==> config.mk <==
export PLATFORM = sky130hd
export DESIGN_NAME = kts_ram
export DESIGN_NICKNAME = d
export VERILOG_FILES = /design/src/design/keyframe_track_sampler_core_defines.svh /design/src/design/kts_ram.sv
export SDC_FILE = /design/constraint.sdc
export NUM_CORES = 1
export LEC_CHECK = 0
export ABC_CLOCK_PERIOD_IN_PS = 1650
export BUFFER_PORTS_ARGS = -buffer_cell sky130_fd_sc_hd__buf_2
export CAP_MARGIN = 40
export CORE_ASPECT_RATIO = 0.6
export CORE_MARGIN = 5
export CORE_UTILIZATION = 54
export CTS_CLUSTER_SIZE = 24
export DETAILED_ROUTE_END_ITERATION = 7
export MAX_ROUTING_LAYER = met4
export PLACE_DENSITY_LB_ADDON = 0.15
export SLEW_MARGIN = 0
export SYNTH_ARGS = -nofsm -noshare
export SYNTH_HDL_FRONTEND = slang
export SYNTH_SLANG_ARGS = --single-unit
==> constraint.sdc <==
create_clock -name clk -period 1.65 [get_ports clk]
set_input_delay 0.0825 -clock clk [delete_from_list [all_inputs] [get_ports clk]]
set_output_delay 0.0825 -clock clk [all_outputs]
set_load 0.1 [all_outputs]
==> src/design/keyframe_track_sampler_core_defines.svh <==
// assertion macros for the keyframe track sampler
`ifndef KEYFRAME_TRACK_SAMPLER_CORE_DEFINES_SVH
`define KEYFRAME_TRACK_SAMPLER_CORE_DEFINES_SVH

// same-cycle implication on clk, off while in reset
`define KTS_ASSERT_NOW(lbl, ante, cons, msg) \
    lbl: assert property (@(posedge clk) disable iff (!rst_n) (ante) |-> (cons)) \
        else $error(msg);

// next-cycle implication on clk, off while in reset
`define KTS_ASSERT_NEXT(lbl, ante, cons, msg) \
    lbl: assert property (@(posedge clk) disable iff (!rst_n) (ante) |=> (cons)) \
        else $error(msg);

`endif

==> src/design/kts_ram.sv <==
// generic single-write, single-read ram with registered read data
`default_nettype none

module kts_ram #(
    parameter int WIDTH = 8,
    parameter int DEPTH = 16
) (
    input  wire logic                                     clk,
    input  wire logic                                     we,
    input  wire logic [((DEPTH > 1) ? $clog2(DEPTH) : 1)-1:0] waddr,
    input  wire logic [WIDTH-1:0]                         wdata,
    input  wire logic [((DEPTH > 1) ? $clog2(DEPTH) : 1)-1:0] raddr,
    output logic      [WIDTH-1:0]                         rdata
);

    logic [WIDTH-1:0] mem_reg [DEPTH];
    logic [WIDTH-1:0] rdata_reg;

    always_ff @(posedge clk)
    begin
        if (we)
        begin
            mem_reg[waddr] <= wdata;
        end
        rdata_reg <= mem_reg[raddr];
    end

    assign rdata = rdata_reg;

endmodule

`default_nettype wire

==> results.md <==
* Share of power burned in combinational logic at 0.061
* R2r startpoint: mem_reg[1][3]$_DFFE_PP_
* Final Cell Area at 6230 µm²
* Mapped cell area at 5150 µm²
* Post-Syn Instances at 229
* PostCTS Resize Cnt at 0
* WS Path Type: reg2reg
* GRT Overall Usage at 0.189
* Skew final at 6.29 ps
* Sw Pwr at 0.00179 W
* Vias per cell at 5.65
* Tmin final at 1360 ps
* Crit path launch type: flop
* Initial Util at 0.558
* Clock power frac at 0.490
* IO Pins at 26
* Top cells by area, synth: edfxtp_1 75%, mux4_2 7.9%, mux4_1 7.1%
* CP Max Fanout at 1
* Hold slack final at 56.6 ps
* Switch share at 0.206
* Register area share after synthesis at 0.778
* Post-placement cell area at 5550 µm²
* Chip Width at 136 µm
* Vias in the first global route at 2526
* FF+latch count, synth at 136
* Root Driver: clkbuf_16
* CP cell instances: mux4_1, a22oi_1, nand2_1
* Die height at 85.6 µm
* Total number of vias at 2417
* Postcts setup bufs at 0
* Peak supply drop at 1000 µV
* Leakage power at 2.14 nW
* Most frequent cell after synthesis: edfxtp_1
* Post-synth top area share at 0.747
* # nets final at 303
* Fill cell count at 600
* Maximum root-to-sink buffer count at 2
* Largest net degree at the start of global routing at 33
* Worst path required time at 1940 ps
* Cell area power density at 1390 nW/µm²
* Slowest cell on crit path: mux4_1
* Htree depth at 4
* FF/Latch Area at 4000 µm²
* Synth top cells by count: 128 x edfxtp_1, 18 x mux4_2, 16 x a22oi_1, 14 x mux4_1, 13 x nor2_1
* Max stage delay on crit path at 500 ps
* Final period utilization at 0.824
* Pre-Repair DR Iteration Count at 4
* Pint at 0.00687 W
* Die ar. at 11600 µm²
* Post-Syn Nets at 247
* Max-cap violations at 0
* Layout cells sized above 1 at 0.329
* Max-slew violations at 0
* Clk sinks at 136
* DP HPWL at 5.96 mm
* Initial DRC Count at 170
* Status: completed
* Synth cell types at 19
* WL final at 9.52 mm
* Warnings, synthesis at 0
* Cell family with the largest share of critical-path delay: multiplexers
* Post-synth top flop: edfxtp_1
* Worst Setup SP: mem_reg[1][3]$_DFFE_PP_
* Worst slew margin at 0.675
* Port Buffer Count at 25
* Crit path buffers/inverters at 0
* Gr ovfl total at 0
* Asr flop ratio synth at 0
* Core area at 9220 µm²
* Routability cong. at 0.735
* CTS tree: built
* RSZ-0062 raised after global routing: false
* Wire per inst at 22.2 µm
* Area Overhead vs Synth at 21.0%
* Clock Pin Slew Worst Setup and Hold Paths at 60 ps
* Fmax at 735 MHz
* Number of flip-flops in the largest register at 128
* Area of the multi-input gates at 1060 µm²
* CTS Buf Count at 17
* First-pass GRT wire length at 14.8 mm
* Final Hold Fails at 0
* Setup crit end kind: flop
* Hold Crit Start: wdata[5]
* Initial antenna violation count at 0
* Number of synthesized flops with an enable pin at 128
* Mean Syn Cell Area at 22.5 µm²
* Reg power frac at 0.449
* ANT cells at 0
* Fin util at 0.675
* Hold crit path type: in2reg
* Setup TNS Final at 0 ps
* Final setup viols at 0
* Worst slew pin tran at 491 ps
* CTS Hold Bufs at 0
* Top cell type by total area after synthesis: edfxtp_1
* Routed Antenna Nets at 0
* CP arrival at 1650 ps
* DRC errors left at 0
* Std cell rows at 27
* Clock latency on the worst-skew pair at 410 ps
==> per-layer routing <==
layer  wire, µm  part of all wire  global-route usage  vias up
met3        755             0.079              0.0709        5
met1       4350              0.46               0.268     1237
met2       4370              0.46               0.264       85
met5          0                 0                   -        -
met4         48            0.0050              0.0412        0
li1           -                 -                   -     1090
==> path summary, 6_finish.rpt <==
path / to / slack [ps] / cells past startpoint
setup / recovery: rdata[3]$_DFF_P_ / 290 / 3
hold / removal: mem_reg[0][5]$_DFFE_PP_ / 60 / 1
setup reg to reg: rdata[3]$_DFF_P_ / 290 / 3
hold reg to reg: rdata[2]$_DFF_P_ / 670 / 3
==> worst reg2reg max path, cell delays in order (launching register included) <==
cell	delay, ps
edfxtp_1	370
mux4_1	500
a22oi_1	280
nand2_1	90
==> logic make-up (layout without fill, tap and decap cells) <==
| kind of cell | after synthesis | after routing | share of synthesized area |
|---|---|---|---|
| and+or+nand+nor | 35 | 35 | 0.0318 |
| buffers and inverters | 10 | 79 | 0.0168 |
| muxes | 32 | 32 | 0.150 |
| AOI/OAI and AO/OA | 16 | 16 | 0.0233 |
| DFF | 136 | 136 | 0.778 |
==> per-stage QoR <==
stage	total power, W	cells	worst slack, ps
finish	0.00865	428	290
global route	0.00893	428	212
CTS	0.00871	428	253
detailed placement	0.00449	396	123
global placement	0.00448	396	155
floorplan	0.00432	229	74.6
==> cell usage in the layout, fill, tap and decap left out <==
master        n
dfxtp_1       8
mux4_1       14
nor2b_1       1
mux4_2       18
and2_1        1
clkbuf_16    17
nor3_1        4
bufinv_16     6
clkinv_2      1
nand2b_1      2
nor2_1       13
nand2_1       9
inv_6         1
buf_2        25
nand3b_1      2
clkinv_4      3
and2b_1       1
a22oi_1      16
buf_12        3
or3b_2        1
clkinvlp_4    4
nand3_1       1
buf_4        19
edfxtp_1    128
==> power by group through the flow <==
| stage | Clock [W] | Sequential (W) | Combinational [W] |
|---|---|---|---|
| final | 0.00424 | 0.00388 | 0.000526 |
| after global routing | 0.00448 | 0.00389 | 0.000560 |
| after CTS | 0.00429 | 0.00389 | 0.000533 |
| after detailed placement | 0 | 0.00396 | 0.000530 |
| after global placement | 0 | 0.00396 | 0.000522 |
| after floorplan | 0 | 0.00412 | 0.000196 |
==> area by class of cell <==
class                   count  area share
clock buffers              17      0.0683
clock inverters            15      0.0402
multi-input cells          83       0.170
flip-flops and latches    136       0.643
well taps                 130      0.0261
repair buffers             47      0.0526
No activity file was read; power rests on OpenSTA's default activity.
