--- src/design/keyframe_track_sampler_core_defines.svh ---
// assertion macros for the keyframe track sampler
`ifndef KEYFRAME_TRACK_SAMPLER_CORE_DEFINES_SVH
`define KEYFRAME_TRACK_SAMPLER_CORE_DEFINES_SVH

// same-cycle implication on clk, off while in reset
`define KTS_ASSERT_NOW(lbl, ante, cons, msg) \
    lbl: assert property (@(posedge clk) disable iff (!rst_n) (ante) |-> (cons)) \
        else $error(msg);

// next-cycle implication on clk, off while in reset
`define KTS_ASSERT_NEXT(lbl, ante, cons, msg) \
    lbl: assert property (@(posedge clk) disable iff (!rst_n) (ante) |=> (cons)) \
        else $error(msg);

`endif

--- src/design/kts_pkg.sv ---
// shared types, constants and helpers for the keyframe track sampler
`default_nettype none

package kts_pkg;

    localparam int KEYS   = 16;
    localparam int KEY_AW = (KEYS > 1) ? $clog2(KEYS) : 1;
    localparam int CNT_W  = $clog2(KEYS + 1);
    localparam int FRAC_W = 16;
    localparam int CFG_AW = 2;

    localparam logic OP_WRITE  = 1'b0;
    localparam logic OP_SAMPLE = 1'b1;

    localparam logic [1:0] EASE_LINEAR = 2'd0;
    localparam logic [1:0] EASE_IN     = 2'd1;
    localparam logic [1:0] EASE_OUT    = 2'd2;
    localparam logic [1:0] EASE_IN_OUT = 2'd3;

    localparam logic [CFG_AW-1:0] REG_KEY_COUNT = 2'd0;
    localparam logic [CFG_AW-1:0] REG_EMPTY_X   = 2'd1;
    localparam logic [CFG_AW-1:0] REG_EMPTY_Y   = 2'd2;
    localparam logic [CFG_AW-1:0] REG_EMPTY_Z   = 2'd3;

    typedef struct packed {
        logic               op;
        logic [3:0]         key_index;
        logic [31:0]        key_time;
        logic [1:0]         key_ease;
        logic signed [31:0] key_x;
        logic signed [31:0] key_y;
        logic signed [31:0] key_z;
        logic [31:0]        sample_time;
    } in_item_t;

    typedef struct packed {
        logic signed [31:0] out_x;
        logic signed [31:0] out_y;
        logic signed [31:0] out_z;
    } out_item_t;

    typedef struct packed {
        logic [31:0]        key_time;
        logic [1:0]         ease;
        logic signed [31:0] x;
        logic signed [31:0] y;
        logic signed [31:0] z;
    } key_entry_t;

    typedef enum logic {
        MUL_EASE,
        MUL_COMP
    } mul_sel_t;

    typedef struct packed {
        mul_sel_t           sel;
        logic [1:0]         mode;
        logic [FRAC_W-1:0]  f;
        logic signed [32:0] diff;
        logic [FRAC_W-1:0]  e;
    } mul_req_t;

    // a + floor(prod / 65536), clamped to the signed 32-bit range
    function automatic logic signed [31:0] lerp_sat(input logic signed [31:0] a,
                                                    input logic signed [52:0] prod);
        logic signed [52:0] sh;
        logic signed [36:0] r;
        sh = prod >>> 16;
        r  = $signed({{5{a[31]}}, a}) + sh[36:0];
        if (!r[36] && (r[35:31] != 5'b00000))
            lerp_sat = 32'sh7fff_ffff;
        else if (r[36] && (r[35:31] != 5'b11111))
            lerp_sat = 32'sh8000_0000;
        else
            lerp_sat = r[31:0];
    endfunction

endpackage

`default_nettype wire

--- src/design/kts_mul.sv ---
// shared multiplier for easing and component interpolation, registered product
`default_nettype none

module kts_mul (
    input  wire logic                       clk,
    input  wire kts_pkg::mul_req_t          req,
    output logic signed [52:0]              prod,
    output logic [kts_pkg::FRAC_W-1:0]      ease_val
);

    logic signed [33:0] op_a;
    logic signed [18:0] op_b;
    logic signed [52:0] prod_reg;
    logic [15:0]        s_val;
    logic [47:0]        upper_sum;

    assign s_val = {req.f[14:0], 1'b0};

    always_comb
    begin
        op_a = '0;
        op_b = '0;
        case (req.sel)
            kts_pkg::MUL_EASE:
            begin
                unique case (req.mode)
                    kts_pkg::EASE_LINEAR:
                    begin
                        op_a = $signed({18'd0, req.f});
                        op_b = 19'sd65536;
                    end
                    kts_pkg::EASE_IN:
                    begin
                        op_a = $signed({18'd0, req.f});
                        op_b = $signed({3'd0, req.f});
                    end
                    kts_pkg::EASE_OUT:
                    begin
                        op_a = $signed({18'd0, req.f});
                        op_b = 19'sd131072 - $signed({3'd0, req.f});
                    end
                    kts_pkg::EASE_IN_OUT:
                    begin
                        if (!req.f[15])
                        begin
                            op_a = $signed({18'd0, req.f});
                            op_b = $signed({3'd0, s_val});
                        end
                        else
                        begin
                            op_a = $signed({18'd0, s_val});
                            op_b = 19'sd131072 - $signed({3'd0, s_val});
                        end
                    end
                    default:
                    begin
                        op_a = '0;
                        op_b = '0;
                    end
                endcase
            end
            kts_pkg::MUL_COMP:
            begin
                op_a = {req.diff[32], req.diff};
                op_b = $signed({3'd0, req.e});
            end
            default:
            begin
                op_a = '0;
                op_b = '0;
            end
        endcase
    end

    always_ff @(posedge clk)
    begin
        prod_reg <= op_a * op_b;
    end

    // second half of ease in-out adds one full square before the final shift
    assign upper_sum = prod_reg[47:0] + 48'h0001_0000_0000;

    always_comb
    begin
        if ((req.mode == kts_pkg::EASE_IN_OUT) && req.f[15])
            ease_val = upper_sum[32:17];
        else
            ease_val = prod_reg[31:16];
    end

    assign prod = prod_reg;

endmodule

`default_nettype wire

--- config.mk ---
export PLATFORM = sky130hd
export DESIGN_NAME = kts_mul
export DESIGN_NICKNAME = d
export VERILOG_FILES = /design/src/design/keyframe_track_sampler_core_defines.svh /design/src/design/kts_pkg.sv /design/src/design/kts_mul.sv
export SDC_FILE = /design/constraint.sdc
export NUM_CORES = 2
export LEC_CHECK = 0
export BUFFER_PORTS_ARGS = -buffer_cell sky130_fd_sc_hd__buf_2
export CORE_MARGIN = 2
export CORE_UTILIZATION = 61
export DETAILED_ROUTE_END_ITERATION = 10
export GPL_TIMING_DRIVEN = 0
export PLACE_DENSITY = 0.9
export SYNTH_ARGS = -nofsm -noshare
export SYNTH_HDL_FRONTEND = slang
export SYNTH_SLANG_ARGS = --single-unit
export TNS_END_PERCENT = 10
--- constraint.sdc ---
create_clock -name clk -period 14.75 [get_ports clk]
set_clock_uncertainty 0.05 [all_clocks]
set_input_delay 4.425 -clock clk [delete_from_list [all_inputs] [get_ports clk]]
set_output_delay 4.425 -clock clk [all_outputs]
set_load 0.01 [all_outputs]
==> summary.md <==
| Metric | Value |
|---|---|
| Vias per inst | between 5 and 6 |
| Area Growth Syn to Fin | 6.81% |
| Hold_sp | req[16] |
| Grt ovf | 0 |
| Post-CTS setup buffers | 0 |
| Remaining antenna violation count | 0 |
| Hold Path Sink | prod[0]$_DFF_P_ |
| Ys async rst share | 0 |
| Hold Crit Class | input pin to flip-flop |
| Num CTS Buffers | 5 |
| DR WL met3 | between 5000 and 6000 µm |
| Clock Sink Count | 53 |
| WL met2 | between 30,000 and 40,000 µm |
| Final hold viol count | 0 |
| Worst Path Max Fanout | 10 |
| WS Path Type | input pin to flip-flop |
| Yosys top cell by area | fa_1 |
| DIE HEIGHT | about 200 µm |
| First-pass GRT wire length | ~110,000 µm |
| IO Pins | 138 |
| Share of post-route cells with drive strength above 1 | 0.0611 |
| Synthesis Warnings | 0 |
| Initial Util | 0.615 |
| Die area | 40,300 µm² |
| Most frequent cell after synthesis | inv_1 |
| Data required, critical path | around 15 ns |
| Max Freq | approximately 74 MHz |
| Total Routing Usage GR | 0.364 |
| Vias | a little under 20k |
| CP arrival | between 10 and 15 ns |
| Tcrit/Tclk final | 0.914 |
| Max FFs per register | 53 |
| Syn avg cell area | approximately 8.5 µm² |
| Register area share after synthesis | 0.0450 |
| Post-synth top cells | inv_1 (743), fa_1 (577), nand2_1 (430) |
| CP Capture Type | flip-flop |
| DRC | 0 |
| Port buffer count | between 100 and 150 |
| Min Tclk post-route | 13.48 ns |
| CTS resizes | 0 |
| Post-CTS Hold Buffers | 0 |
| Synth Flop Type | dfxtp_1 |
| Setup TNS Final | 0 ns |
| Final WL | between 60,000 and 70,000 µm |
| Area share of the largest cell type after synthesis | 0.490 |
| Endpoints failing setup | 0 |
| Reg clk slew, reported paths | about 0.080 ns |
| Dpl hpwl | 60,100 µm |
| Row count | 72 |
| Mapped cell area | 23,600 µm² |
| Initial DRC count | 1,559 |
| Hold depth | 4 |
| Worst slew margin | 0.267 |
| Die W | between 200 and 250 µm |
| Antenna violations before repair | 2 |
| Synth unique cells | 70 |
| H-tree Lvls | 2 |
| Syn Inst Count | ~2.8k |
| CTS root buf | clkbuf_16 |
| CTS tree | yes |
| Longest Clk Path Bufs | 2 |
| Startpoint Class | input pin |
| Vias in the first global route | between 20k and 25k |
| Core ar. | ~38,000 µm² |
| Synthesized flop and latch total | 53 |
| Top post-synthesis cells by area | fa_1 (49%), inv_1 (12%), ha_1 (7.0%) |
| Max_cap viols | 0 |
| RSZ-0062 raised after global routing | no |
| Outcome | finished, final reports clean |
| Drt wl/cell | roughly 20 µm |
| Routability cong. | 1.01 |
| Nets | approximately 3.7k |
| Final Max Slew Viols | 0 |
| Worst slew pin tran | roughly 1.1 ns |
| DR top layer | met4 |
| WL met1 | roughly 25,000 µm |
| Largest net degree at the start of global routing | 20 |
| First drt pass iteration count | 6 |
| Post-synth EDFFs | 0 |
[worst max-delay path: stages]
cell       delay, ns
buf_2           0.16
or3_4           0.40
or3_4           0.37
or3_4           0.41
xor2_1          0.17
a22oi_1         0.10
o21bai_1        0.74
clkbuf_1        0.60
nand2_1         0.17
fa_1            0.57
inv_1           0.05
fa_1            0.59
fa_1            0.46
fa_1            0.49
fa_1            0.53
inv_1           0.06
fa_1            0.51
inv_1           0.06
ha_1            0.28
clkbuf_1        0.21
a21oi_1         0.25
o211a_1         0.17
o21ai_1         0.13
a2111oi_0       0.51
a21oi_1         0.23
a311oi_1        0.64
o311ai_1        0.22
xnor2_1         0.16
[through the flow]
stage / cells / utilization / setup slack [ns] / hold WS (ns) / cell area, µm²
2_1_floorplan: 2813 / - / 2.77 / 4.60 / 23800
3_3_place_gp: 3454 / 0.652 / 1.34 / 4.77 / 25000
3_5_place_dp: 3454 / 0.652 / 1.22 / 4.77 / 25000
4_1_cts: 3462 / 0.656 / 1.49 / 4.55 / 25200
5_1_grt: 3463 / 0.657 / 0.805 / 4.62 / 25200
6_report: 3464 / 0.657 / 1.27 / 4.56 / 25200
[metal layers]
metal / track usage / vias up
li1: - / 8437
met1: 0.416 / 9758
met2: 0.633 / 975
met3: 0.0706 / 285
met4: 0.225 / 0
met5: 0.00238 / -
[logic make-up (layout without fill, tap and decap cells)]
logic type,after synthesis,in the layout,share of synthesized area
AOI/OAI and AO/OA,258,258,0.0707
and+or+nand+nor,769,769,0.145
DFF,53,53,0.0450
other,2,53,0.000318
adders and majority gates,709,709,0.560
xor gates and xnor gates,67,67,0.0249
buffers and inverters,876,1007,0.140
muxes,30,30,0.0137
[worst max path at each step]
stage               startpoint               end  slack (ns)
global placement       req[57]  prod[52]$_DFF_P_        1.34
floorplan              req[57]  prod[52]$_DFF_P_        2.77
finish                 req[57]  prod[52]$_DFF_P_        1.27
detailed placement     req[57]  prod[52]$_DFF_P_        1.22
global route           req[50]  prod[52]$_DFF_P_        0.80
CTS                    req[57]  prod[52]$_DFF_P_        1.49
[final cells by class]
| type | instances | area [µm²] |
|---|---|---|
| multi-input cells | 1884 | 19400 |
| fillers | 3236 | 13200 |
| inverters | 744 | 2790 |
| flip-flops and latches | 53 | 1060 |
| well taps | 518 | 648 |
| repair buffers | 123 | 616 |
| plain buffers | 132 | 518 |
| clock buffers | 5 | 125 |
| clock inverters | 3 | 28.8 |
| diodes | 2 | 5.00 |
[cell usage in the layout (no fill, tap or decap), types with 7 or more instances in the layout]
cell	Yosys	final
a21o_1	23	23
mux2i_1	12	12
a21oi_1	83	83
inv_1	743	743
xor2_1	22	22
o21bai_1	11	11
nand4_1	9	9
nand2_1	430	430
xnor2_1	45	45
nor2_1	123	123
buf_2	12	135
clkbuf_1	113	113
ha_1	132	132
o21a_1	11	11
or3_1	7	7
nand3_1	36	36
nor2b_1	15	15
o31ai_1	9	9
dfxtp_1	53	53
mux2_2	18	18
fa_1	577	577
a31oi_1	9	9
nor3_1	8	8
and2_1	50	50
o21ai_0	46	46
a211oi_1	10	10
nand2b_1	8	8
and3_1	61	61
conb_1	2	51
Power is left out: the tool's default activity adds up to more than one toggle a clock period on the data nets, which glitch-free logic cannot reach.
