## config.mk

```make
export PLATFORM = sky130hd
export DESIGN_NAME = kts_div
export DESIGN_NICKNAME = d
export VERILOG_FILES = /design/src/design/keyframe_track_sampler_core_defines.svh /design/src/design/kts_pkg.sv /design/src/design/kts_div.sv
export SDC_FILE = /design/constraint.sdc
export NUM_CORES = 1
export LEC_CHECK = 0
export ABC_AREA = 1
export BUFFER_PORTS_ARGS = -buffer_cell sky130_fd_sc_hd__buf_2
export CORE_MARGIN = 2
export CORE_UTILIZATION = 40
export DETAILED_ROUTE_END_ITERATION = 10
export HOLD_SLACK_MARGIN = 0.02
export PLACE_DENSITY_LB_ADDON = 0.2
export SETUP_SLACK_MARGIN = 0.15
export SLEW_MARGIN = 10
export SYNTH_ARGS = -nofsm -noshare
export SYNTH_HDL_FRONTEND = slang
export SYNTH_SLANG_ARGS = --single-unit
```

## constraint.sdc

```tcl
create_clock -name clk -period 6.3 [get_ports clk]
set_input_delay 0 -clock clk [delete_from_list [all_inputs] [get_ports clk]]
set_output_delay 0 -clock clk [all_outputs]
set_load 0.02 [all_outputs]
```

## src/design/keyframe_track_sampler_core_defines.svh

```systemverilog
// assertion macros for the keyframe track sampler
`ifndef KEYFRAME_TRACK_SAMPLER_CORE_DEFINES_SVH
`define KEYFRAME_TRACK_SAMPLER_CORE_DEFINES_SVH

// same-cycle implication on clk, off while in reset
`define KTS_ASSERT_NOW(lbl, ante, cons, msg) \
    lbl: assert property (@(posedge clk) disable iff (!rst_n) (ante) |-> (cons)) \
        else $error(msg);

// next-cycle implication on clk, off while in reset
`define KTS_ASSERT_NEXT(lbl, ante, cons, msg) \
    lbl: assert property (@(posedge clk) disable iff (!rst_n) (ante) |=> (cons)) \
        else $error(msg);

`endif

```

## src/design/kts_pkg.sv

```systemverilog
// shared types, constants and helpers for the keyframe track sampler
`default_nettype none

package kts_pkg;

    localparam int KEYS   = 16;
    localparam int KEY_AW = (KEYS > 1) ? $clog2(KEYS) : 1;
    localparam int CNT_W  = $clog2(KEYS + 1);
    localparam int FRAC_W = 16;
    localparam int CFG_AW = 2;

    localparam logic OP_WRITE  = 1'b0;
    localparam logic OP_SAMPLE = 1'b1;

    localparam logic [1:0] EASE_LINEAR = 2'd0;
    localparam logic [1:0] EASE_IN     = 2'd1;
    localparam logic [1:0] EASE_OUT    = 2'd2;
    localparam logic [1:0] EASE_IN_OUT = 2'd3;

    localparam logic [CFG_AW-1:0] REG_KEY_COUNT = 2'd0;
    localparam logic [CFG_AW-1:0] REG_EMPTY_X   = 2'd1;
    localparam logic [CFG_AW-1:0] REG_EMPTY_Y   = 2'd2;
    localparam logic [CFG_AW-1:0] REG_EMPTY_Z   = 2'd3;

    typedef struct packed {
        logic               op;
        logic [3:0]         key_index;
        logic [31:0]        key_time;
        logic [1:0]         key_ease;
        logic signed [31:0] key_x;
        logic signed [31:0] key_y;
        logic signed [31:0] key_z;
        logic [31:0]        sample_time;
    } in_item_t;

    typedef struct packed {
        logic signed [31:0] out_x;
        logic signed [31:0] out_y;
        logic signed [31:0] out_z;
    } out_item_t;

    typedef struct packed {
        logic [31:0]        key_time;
        logic [1:0]         ease;
        logic signed [31:0] x;
        logic signed [31:0] y;
        logic signed [31:0] z;
    } key_entry_t;

    typedef enum logic {
        MUL_EASE,
        MUL_COMP
    } mul_sel_t;

    typedef struct packed {
        mul_sel_t           sel;
        logic [1:0]         mode;
        logic [FRAC_W-1:0]  f;
        logic signed [32:0] diff;
        logic [FRAC_W-1:0]  e;
    } mul_req_t;

    // a + floor(prod / 65536), clamped to the signed 32-bit range
    function automatic logic signed [31:0] lerp_sat(input logic signed [31:0] a,
                                                    input logic signed [52:0] prod);
        logic signed [52:0] sh;
        logic signed [36:0] r;
        sh = prod >>> 16;
        r  = $signed({{5{a[31]}}, a}) + sh[36:0];
        if (!r[36] && (r[35:31] != 5'b00000))
            lerp_sat = 32'sh7fff_ffff;
        else if (r[36] && (r[35:31] != 5'b11111))
            lerp_sat = 32'sh8000_0000;
        else
            lerp_sat = r[31:0];
    endfunction

endpackage

`default_nettype wire

```

## src/design/kts_div.sv

```systemverilog
// serial restoring divider for the segment fraction, one quotient bit per cycle
`default_nettype none

module kts_div (
    input  wire logic                      clk,
    input  wire logic                      rst_n,
    input  wire logic                      start,
    input  wire logic [31:0]               num,
    input  wire logic [31:0]               den,
    output logic                           done,
    output logic [kts_pkg::FRAC_W-1:0]     quo
);

    localparam int STEP_W = $clog2(kts_pkg::FRAC_W);

    logic                        busy_reg, busy_next;
    logic                        done_reg, done_next;
    logic [STEP_W-1:0]           step_reg, step_next;
    logic [31:0]                 rem_reg, rem_next;
    logic [31:0]                 den_reg, den_next;
    logic [kts_pkg::FRAC_W-1:0]  quo_reg, quo_next;
    logic [32:0]                 shifted;
    logic [32:0]                 diff;

    assign shifted = {rem_reg, 1'b0};
    assign diff    = shifted - {1'b0, den_reg};

    always_comb
    begin
        busy_next = busy_reg;
        done_next = 1'b0;
        step_next = step_reg;
        rem_next  = rem_reg;
        den_next  = den_reg;
        quo_next  = quo_reg;
        if (start)
        begin
            busy_next = 1'b1;
            step_next = '0;
            rem_next  = num;
            den_next  = den;
        end
        else if (busy_reg)
        begin
            // remainder stays below den, so the compare fits in 33 bits
            if (!diff[32])
            begin
                rem_next = diff[31:0];
                quo_next = {quo_reg[kts_pkg::FRAC_W-2:0], 1'b1};
            end
            else
            begin
                rem_next = shifted[31:0];
                quo_next = {quo_reg[kts_pkg::FRAC_W-2:0], 1'b0};
            end
            step_next = step_reg + 1'b1;
            if (step_reg == STEP_W'(kts_pkg::FRAC_W - 1))
            begin
                busy_next = 1'b0;
                done_next = 1'b1;
            end
        end
    end

    always_ff @(posedge clk or negedge rst_n)
    begin
        if (!rst_n)
        begin
            busy_reg <= 1'b0;
            done_reg <= 1'b0;
            step_reg <= '0;
        end
        else
        begin
            busy_reg <= busy_next;
            done_reg <= done_next;
            step_reg <= step_next;
        end
    end

    always_ff @(posedge clk)
    begin
        rem_reg <= rem_next;
        den_reg <= den_next;
        quo_reg <= quo_next;
    end

    assign done = done_reg;
    assign quo  = quo_reg;

endmodule

`default_nettype wire

```

==> metrics.csv, run 1 <==
stage,metric,value,unit
logic_synthesis,top area cells in the synthesized netlist,"edfxtp_1 (37%), nand2_1 (19%), inv_1 (11%), ha_1 (6.1%), nand3_1 (5.9%)",
logic_synthesis,"flops & latches, synth",86,
logic_synthesis,synth unique cells,38,
route,Routed wire per std cell,13.5,um
logic_synthesis,synth warn,0,
clock_network,cts hold-fix bufs,66,
critical_path,CP Capture Type,flip-flop,
floorplan,num rows,46,
route,Post-DRT Antenna Nets,0,
final_layout,fillers,1608,
logic_synthesis,Mean Syn Cell Area,7.27,um^2
logic_synthesis,"Seq/Total Area, Yosys",39.1,%
sta,slew margin rel.,44.0,%
sta,Final Hold Viols,0,
placed_design,Inst Count DP,1187,
final_layout,final antenna diode count,0,
floorplan,initial core utilization,40.9,%
global_route,largest net degree at the start of global routing,68,
critical_path,Crit Path Max Fanout,14,
sta,worst setup margin,3.55,ns
hold_path,HP Class,in -> reg,
critical_path,worst reg2reg path depth,13,
critical_path,worst setup path end,rem_reg[1]$_DFFE_PP_,
sta,Final setup viols,0,
placed_design,dpl hpwl,12700,um
sta,worst slew pin tran,0.836,ns
clock_network,TritonCTS clock tree,yes,
clock_network,Resized cells post-CTS,0,
sta,Max Fclk,0.364,GHz
logic_synthesis,Synth top cells by count,"nand2_1 (327), inv_1 (190), edfxtp_1 (80)",
sta,fin crit share,43.7,%
final_layout,final cell count without fillers,1269,
logic_synthesis,Async SR Flop Fraction,6.98,%
clock_network,clock slew at reported path FFs,0.07,ns
clock_network,number of buffers added for setup after CTS,0,
route,drt first-iter violations,331,
pwr,Leak,4.31,nW
global_route,All-Layer GR Usage,20.5,%
logic_synthesis,synthesized cell area,6530,um^2
sta,"Slew Viols, Final",0,
final_layout,Final Core Density,50.8,%
placed_design,routability cong.,0.909,
clock_network,Max Buffers Root-to-Sink,2,
logic_synthesis,Post-synth EDFFs,80,
logic_synthesis,most common cell in the netlist,nand2_1,
job,# Max-Cap Violations,0,
clock_network,Root Driver,clkbuf_16,
pwr,worst vdd ir,0.194,mV
critical_path,CP Launch Type,flip-flop,
placed_design,post-placement setup slack,3.57,ns
sta,setup TNS,0,ns
route,DRC errors left,0,
pwr,power per standard cell area,446,nW/um^2
logic_synthesis,syn nets,997,
floorplan,Die Ht,132,um
final_layout,layout cells sized above 1,15.0,%
final_layout,Seq. cell area,2550,um^2
global_route,first-pass GRT wire length,28400,um
sta,Worst Skew,0.0101,ns
clock_network,worst skew pair latency,0.35,ns
route,drt pass-1 iters,5,
global_route,vias in the first global route,5803,
clock_network,H-tree depth,3,
logic_synthesis,top-area cell type share of the netlist area,36.8,%
final_layout,Layout area overhead,24.0,%
critical_path,RR Startpoint,rem_reg[18]$_DFFE_PP_,
floorplan,core box area,15900,um^2
sta,post-layout min period,2.75,ns
critical_path,Crit Path Class,reg -> reg,
critical_path,required time of the critical path,6.40,ns
logic_synthesis,Synth Instances,897,
clock_network,total clock sinks,86,
floorplan,Die X,132,um
sta,unrepaired setup endpoints after global routing,false,
route,final WL,17100,um
route,vias per cell,4.63,
final_layout,Multi-input gate area,3140,um^2
status,outcome,finished clean,
final_layout,Final nets,1148,
route,detailed-route via count,5872,
logic_synthesis,cell taking the most area after synthesis,edfxtp_1,
logic_synthesis,prevailing post-synth register cell,edfxtp_1,
floorplan,IO Pins,84,
global_route,grt ovf,0,
floorplan,die area,17400,um^2
critical_path,Worst setup startpoint,rem_reg[18]$_DFFE_PP_,
global_route,initial antenna violation count,0,
critical_path,crit path DAT,2.85,ns
critical_path,Reg2Reg Setup Slack,3.55,ns
placed_design,Port Buffers,83,
critical_path,reg2reg end,rem_reg[1]$_DFFE_PP_,
clock_network,cts bufs inserted,9,
-- cell type report --
type	count	share of cell area [%]
clock buffers	9	2.78
clock inverters	7	0.928
inverters	194	9.00
multi-input cells	604	38.7
flip-flops and latches	86	31.5
well taps	216	3.34
repair buffers	153	13.7
-- power by group --
| group | internal (mW) | total, mW | switching (mW) |
|---|---|---|---|
| clock | 0.282 | 0.546 | 0.265 |
| combinational | 0.751 | 2.18 | 1.43 |
| sequential | 0.803 | 0.881 | 0.0784 |
-- worst min-delay path by stage --
| stage | from | end | slack [ns] | depth (start not counted) |
|---|---|---|---|---|
| 2_1_floorplan | rst_n | busy_reg$_DFF_PN0_ | -0.30 | 0 |
| 3_3_place_gp | rst_n | step_reg[1]$_DFFE_PN0P_ | -0.17 | 1 |
| 3_5_place_dp | rst_n | step_reg[0]$_DFFE_PN0P_ | -0.16 | 1 |
| 4_1_cts | den[28] | den_reg[28]$_DFFE_PP_ | 0.34 | 2 |
| 5_1_grt | den[26] | den_reg[26]$_DFFE_PP_ | 0.35 | 2 |
| 6_report | start | den_reg[21]$_DFFE_PP_ | 0.35 | 2 |
-- cells in the final DEF, fill, tap and decap left out, drive strengths merged, types with 11 or more instances in the layout --
master / n
dlygate4sd3: 66
ha: 32
inv: 196
nand2: 364
nand3: 86
a21oi: 23
buf: 87
nand3b: 11
nor2: 42
edfxtp: 80
-- per-stage QoR --
stage / hold WS, ns / cell area, um^2 / total power [mW]
after floorplan: -0.296 / 6530 / 2.59
after global placement: -0.166 / 7130 / 3.01
after detailed placement: -0.163 / 7130 / 3.02
after CTS: 0.335 / 8090 / 3.62
after global routing: 0.347 / 8090 / 3.95
final: 0.348 / 8090 / 3.61
-- logic make-up (layout without fill, tap and decap cells) --
family | Yosys count | after routing | share of synthesized area (%)
xor+xnor | 10 | 10 | 1.34
compound gates | 35 | 35 | 3.34
flops | 86 | 86 | 39.1
fa+ha+maj | 33 | 33 | 6.44
buf+inv | 207 | 363 | 12.8
simple gates | 526 | 526 | 36.9
-- critical path, stage by stage, from the launching register on --
cell      delay, ns
edfxtp_1       0.43
ha_1           0.40
nand2_1        0.14
inv_1          0.05
nand2_1        0.06
nand2_1        0.06
nand2_1        0.06
nand2_1        0.09
a21oi_4        0.23
nand3_2        0.37
nand2_4        0.36
nand2_1        0.08
nand3_1        0.07
nand2_1        0.09
-- metal layers --
metal | wire length (um) | track usage, % | up-vias
met4 | 346 | 6.34 | 0
met3 | 858 | 3.67 | 19
met2 | 7500 | 32.9 | 153
met1 | 8370 | 28.1 | 2620
li1 | - | - | 3080
met5 | 0 | 0 | -
No activity file was read; power rests on OpenSTA's default activity.
==> run 2, diff against run 1 <==
- ABC_AREA: 1 -> 0
- clock period: 6.3 -> 2.76 ns (I/O delays scaled with it)
==> metrics.csv, run 2 <==
stage,metric,value,unit
status,outcome,"complete, but fails checks",
status,failing checks,setup timing,
critical_path,RR Startpoint,rem_reg[0]$_DFFE_PP_,
final_layout,final antenna diode count,0,
clock_network,clock slew at reported path FFs,0.06,ns
clock_network,Root Driver,clkbuf_16,
critical_path,crit path DAT,3.03,ns
placed_design,routability cong.,0.848,
route,DRC errors left,0,
logic_synthesis,"Seq/Total Area, Yosys",47.0,%
placed_design,Post-DP Area,6620,um^2
sta,slew margin rel.,41.8,%
placed_design,Port Buffers,83,
sta,Final Hold Viols,0,
final_layout,final cell count without fillers,928,
floorplan,Die X,120,um
logic_synthesis,Synth top cells by count,"edfxtp_1 (80), nand2_1 (49), inv_1 (37)",
sta,Final setup viols,31,
global_route,vias in the first global route,4772,
clock_network,worst skew pair latency,0.35,ns
final_layout,Layout area overhead,44.8,%
final_layout,most frequent cells in the layout,"buf_4 (85), buf_2 (82), edfxtp_1 (80)",
route,Routed wire per std cell,15.4,um
sta,Max Fclk,0.340,GHz
final_layout,layout cells sized above 1,30.2,%
sta,Worst Skew,0.00637,ns
pwr,worst vdd ir,0.501,mV
final_layout,"commonest non-fill, non-tap cell in the layout",buf_4,
sta,fin crit share,107,%
hold_path,hold depth,4,
floorplan,IO Pins,84,
route,drt pass-1 iters,5,
logic_synthesis,prevailing post-synth register cell,edfxtp_1,
logic_synthesis,cell taking the most area after synthesis,edfxtp_1,
global_route,largest net degree at the start of global routing,58,
critical_path,CP Launch Type,flip-flop,
route,drt first-iter violations,230,
clock_network,H-tree depth,3,
logic_synthesis,Async SR Flop Fraction,6.98,%
final_layout,fillers,1182,
global_route,grt ovf,0,
job,# Max-Cap Violations,0,
clock_network,cts bufs inserted,9,
floorplan,die area,14500,um^2
floorplan,Die Ht,120,um
logic_synthesis,Mean Syn Cell Area,10.4,um^2
critical_path,reg2reg end,rem_reg[20]$_DFFE_PP_,
route,final WL,14300,um
clock_network,Max Buffers Root-to-Sink,2,
sta,worst slew pin tran,0.873,ns
final_layout,Final nets,847,
global_route,All-Layer GR Usage,20.5,%
global_route,first-pass GRT wire length,22900,um
critical_path,worst reg2reg path depth,11,
pwr,Leak,3.45,nW
sta,post-layout min period,2.94,ns
floorplan,num rows,42,
hold_path,WHS Endpoint,rem_reg[29]$_DFFE_PP_,
sta,worst setup margin,-0.181,ns
critical_path,Reg2Reg Setup Slack,-0.18,ns
logic_synthesis,Post-synth EDFFs,80,
placed_design,dpl hpwl,9680,um
logic_synthesis,top area cells in the synthesized netlist,"edfxtp_1 (44%), ha_1 (7.4%), mux2i_1 (4.8%), nand2_1 (3.4%), a21o_1 (3.0%)",
pwr,power per standard cell area,1130,nW/um^2
logic_synthesis,synth warn,0,
final_layout,post-route cell area,7860,um^2
global_route,initial antenna violation count,0,
logic_synthesis,Synth Instances,520,
logic_synthesis,synth unique cells,61,
critical_path,Crit Path Max Fanout,7,
route,vias per cell,5.02,
clock_network,TritonCTS clock tree,yes,
logic_synthesis,"flops & latches, synth",86,
logic_synthesis,top-area cell type share of the netlist area,44.3,%
critical_path,CP Capture Type,flip-flop,
sta,setup TNS,-3.36,ns
floorplan,core box area,13200,um^2
pwr,total power,8.85,mW
sta,"Slew Viols, Final",0,
route,Post-DRT Antenna Nets,0,
placed_design,Inst Count DP,835,
final_layout,Final Core Density,59.3,%
floorplan,initial core utilization,41.0,%
clock_network,total clock sinks,86,
critical_path,Crit Path Class,reg -> reg,
hold_path,worst hold start,num[29],
hold_path,HP Class,in -> reg,
sta,unrepaired setup endpoints after global routing,true,
critical_path,required time of the critical path,2.85,ns
logic_synthesis,syn nets,620,
logic_synthesis,synthesized cell area,5430,um^2
logic_synthesis,most common cell in the netlist,edfxtp_1,
route,detailed-route via count,4660,
run 2: how the worst max path moves through the flow:
stage / startpoint / depth (start not counted) / endpoint / slack (ns)
floorplan: rem_reg[3]$_DFFE_PP_ / 11 / rem_reg[22]$_DFFE_PP_ / 0.03
global placement: rem_reg[0]$_DFFE_PP_ / 10 / rem_reg[1]$_DFFE_PP_ / -0.13
detailed placement: rem_reg[3]$_DFFE_PP_ / 10 / rem_reg[23]$_DFFE_PP_ / -0.18
CTS: rem_reg[3]$_DFFE_PP_ / 10 / rem_reg[23]$_DFFE_PP_ / -0.14
global route: rem_reg[0]$_DFFE_PP_ / 11 / rem_reg[1]$_DFFE_PP_ / -0.30
finish: rem_reg[0]$_DFFE_PP_ / 11 / rem_reg[20]$_DFFE_PP_ / -0.18
run 2: repair_timing:
item / CTS / global route
buffers inserted: 9 / 3
hold buffers: 62 / 0
gates resized for setup: 26 / 11
setup endpoints to repair: 32 / 33
pin swaps: 8 / 3
hold endpoints to repair: 66 / 0
cloned: 3 / 0
run 2: critical path, cell delays in order, from the launching register on:
cell and delay (ns):
edfxtp_1 0.47, fa_2 0.39, a21oi_2 0.17, o211a_1 0.20
or4b_4 0.16, a31oi_4 0.10, or4b_4 0.51, nand3_4 0.12
buf_12 0.17, clkinv_16 0.08, mux2i_2 0.21, o21ai_1 0.08
run 2: kinds of logic (layout without fill, tap and decap cells):
family / count (synthesis) / count (layout) / synth area share, %
AO/OA/AOI/OAI: 149 / 149 / 18.8
XOR/XNOR: 25 / 25 / 4.03
adder cells (fa/ha/maj): 33 / 33 / 7.75
buffers and inverters: 60 / 292 / 4.70
flip-flops: 86 / 86 / 47.0
multiplexers: 26 / 26 / 4.79
AND/OR/NAND/NOR: 141 / 141 / 12.9
run 2: routing by layer:
layer | share of wire (%) | routed length [um] | track usage (%)
met2 | 47 | 6790 | 34.3
met4 | 1.2 | 175 | 6.54
met5 | 0 | 0 | 0
met1 | 47 | 6780 | 26.6
met3 | 4.1 | 582 | 4.25
run 2: per-stage QoR:
stage | setup slack [ns] | hold WS, ns
after global routing | -0.297 | 0.0515
after global placement | -0.131 | -0.176
after detailed placement | -0.181 | -0.164
after floorplan | 0.0270 | -0.296
after CTS | -0.144 | 0.0294
final | -0.181 | 0.0397
run 2: layout make-up:
| class | count | area [um^2] | share of cell area [%] |
|---|---|---|---|
| well taps | 176 | 220 | 2.80 |
| repair inverters | 3 | 38.8 | 0.494 |
| clock inverters | 5 | 81.3 | 1.04 |
| clock buffers | 11 | 233 | 2.96 |
| multi-input cells | 374 | 2830 | 36.0 |
| inverters | 39 | 173 | 2.20 |
| flip-flops and latches | 86 | 2550 | 32.5 |
| repair buffers | 234 | 1730 | 22.1 |
run 2: power breakdown:
group	switching (mW)	internal, mW	total (mW)
sequential	0.208	1.83	2.04
clock	0.511	0.797	1.31
combinational	2.75	2.75	5.50
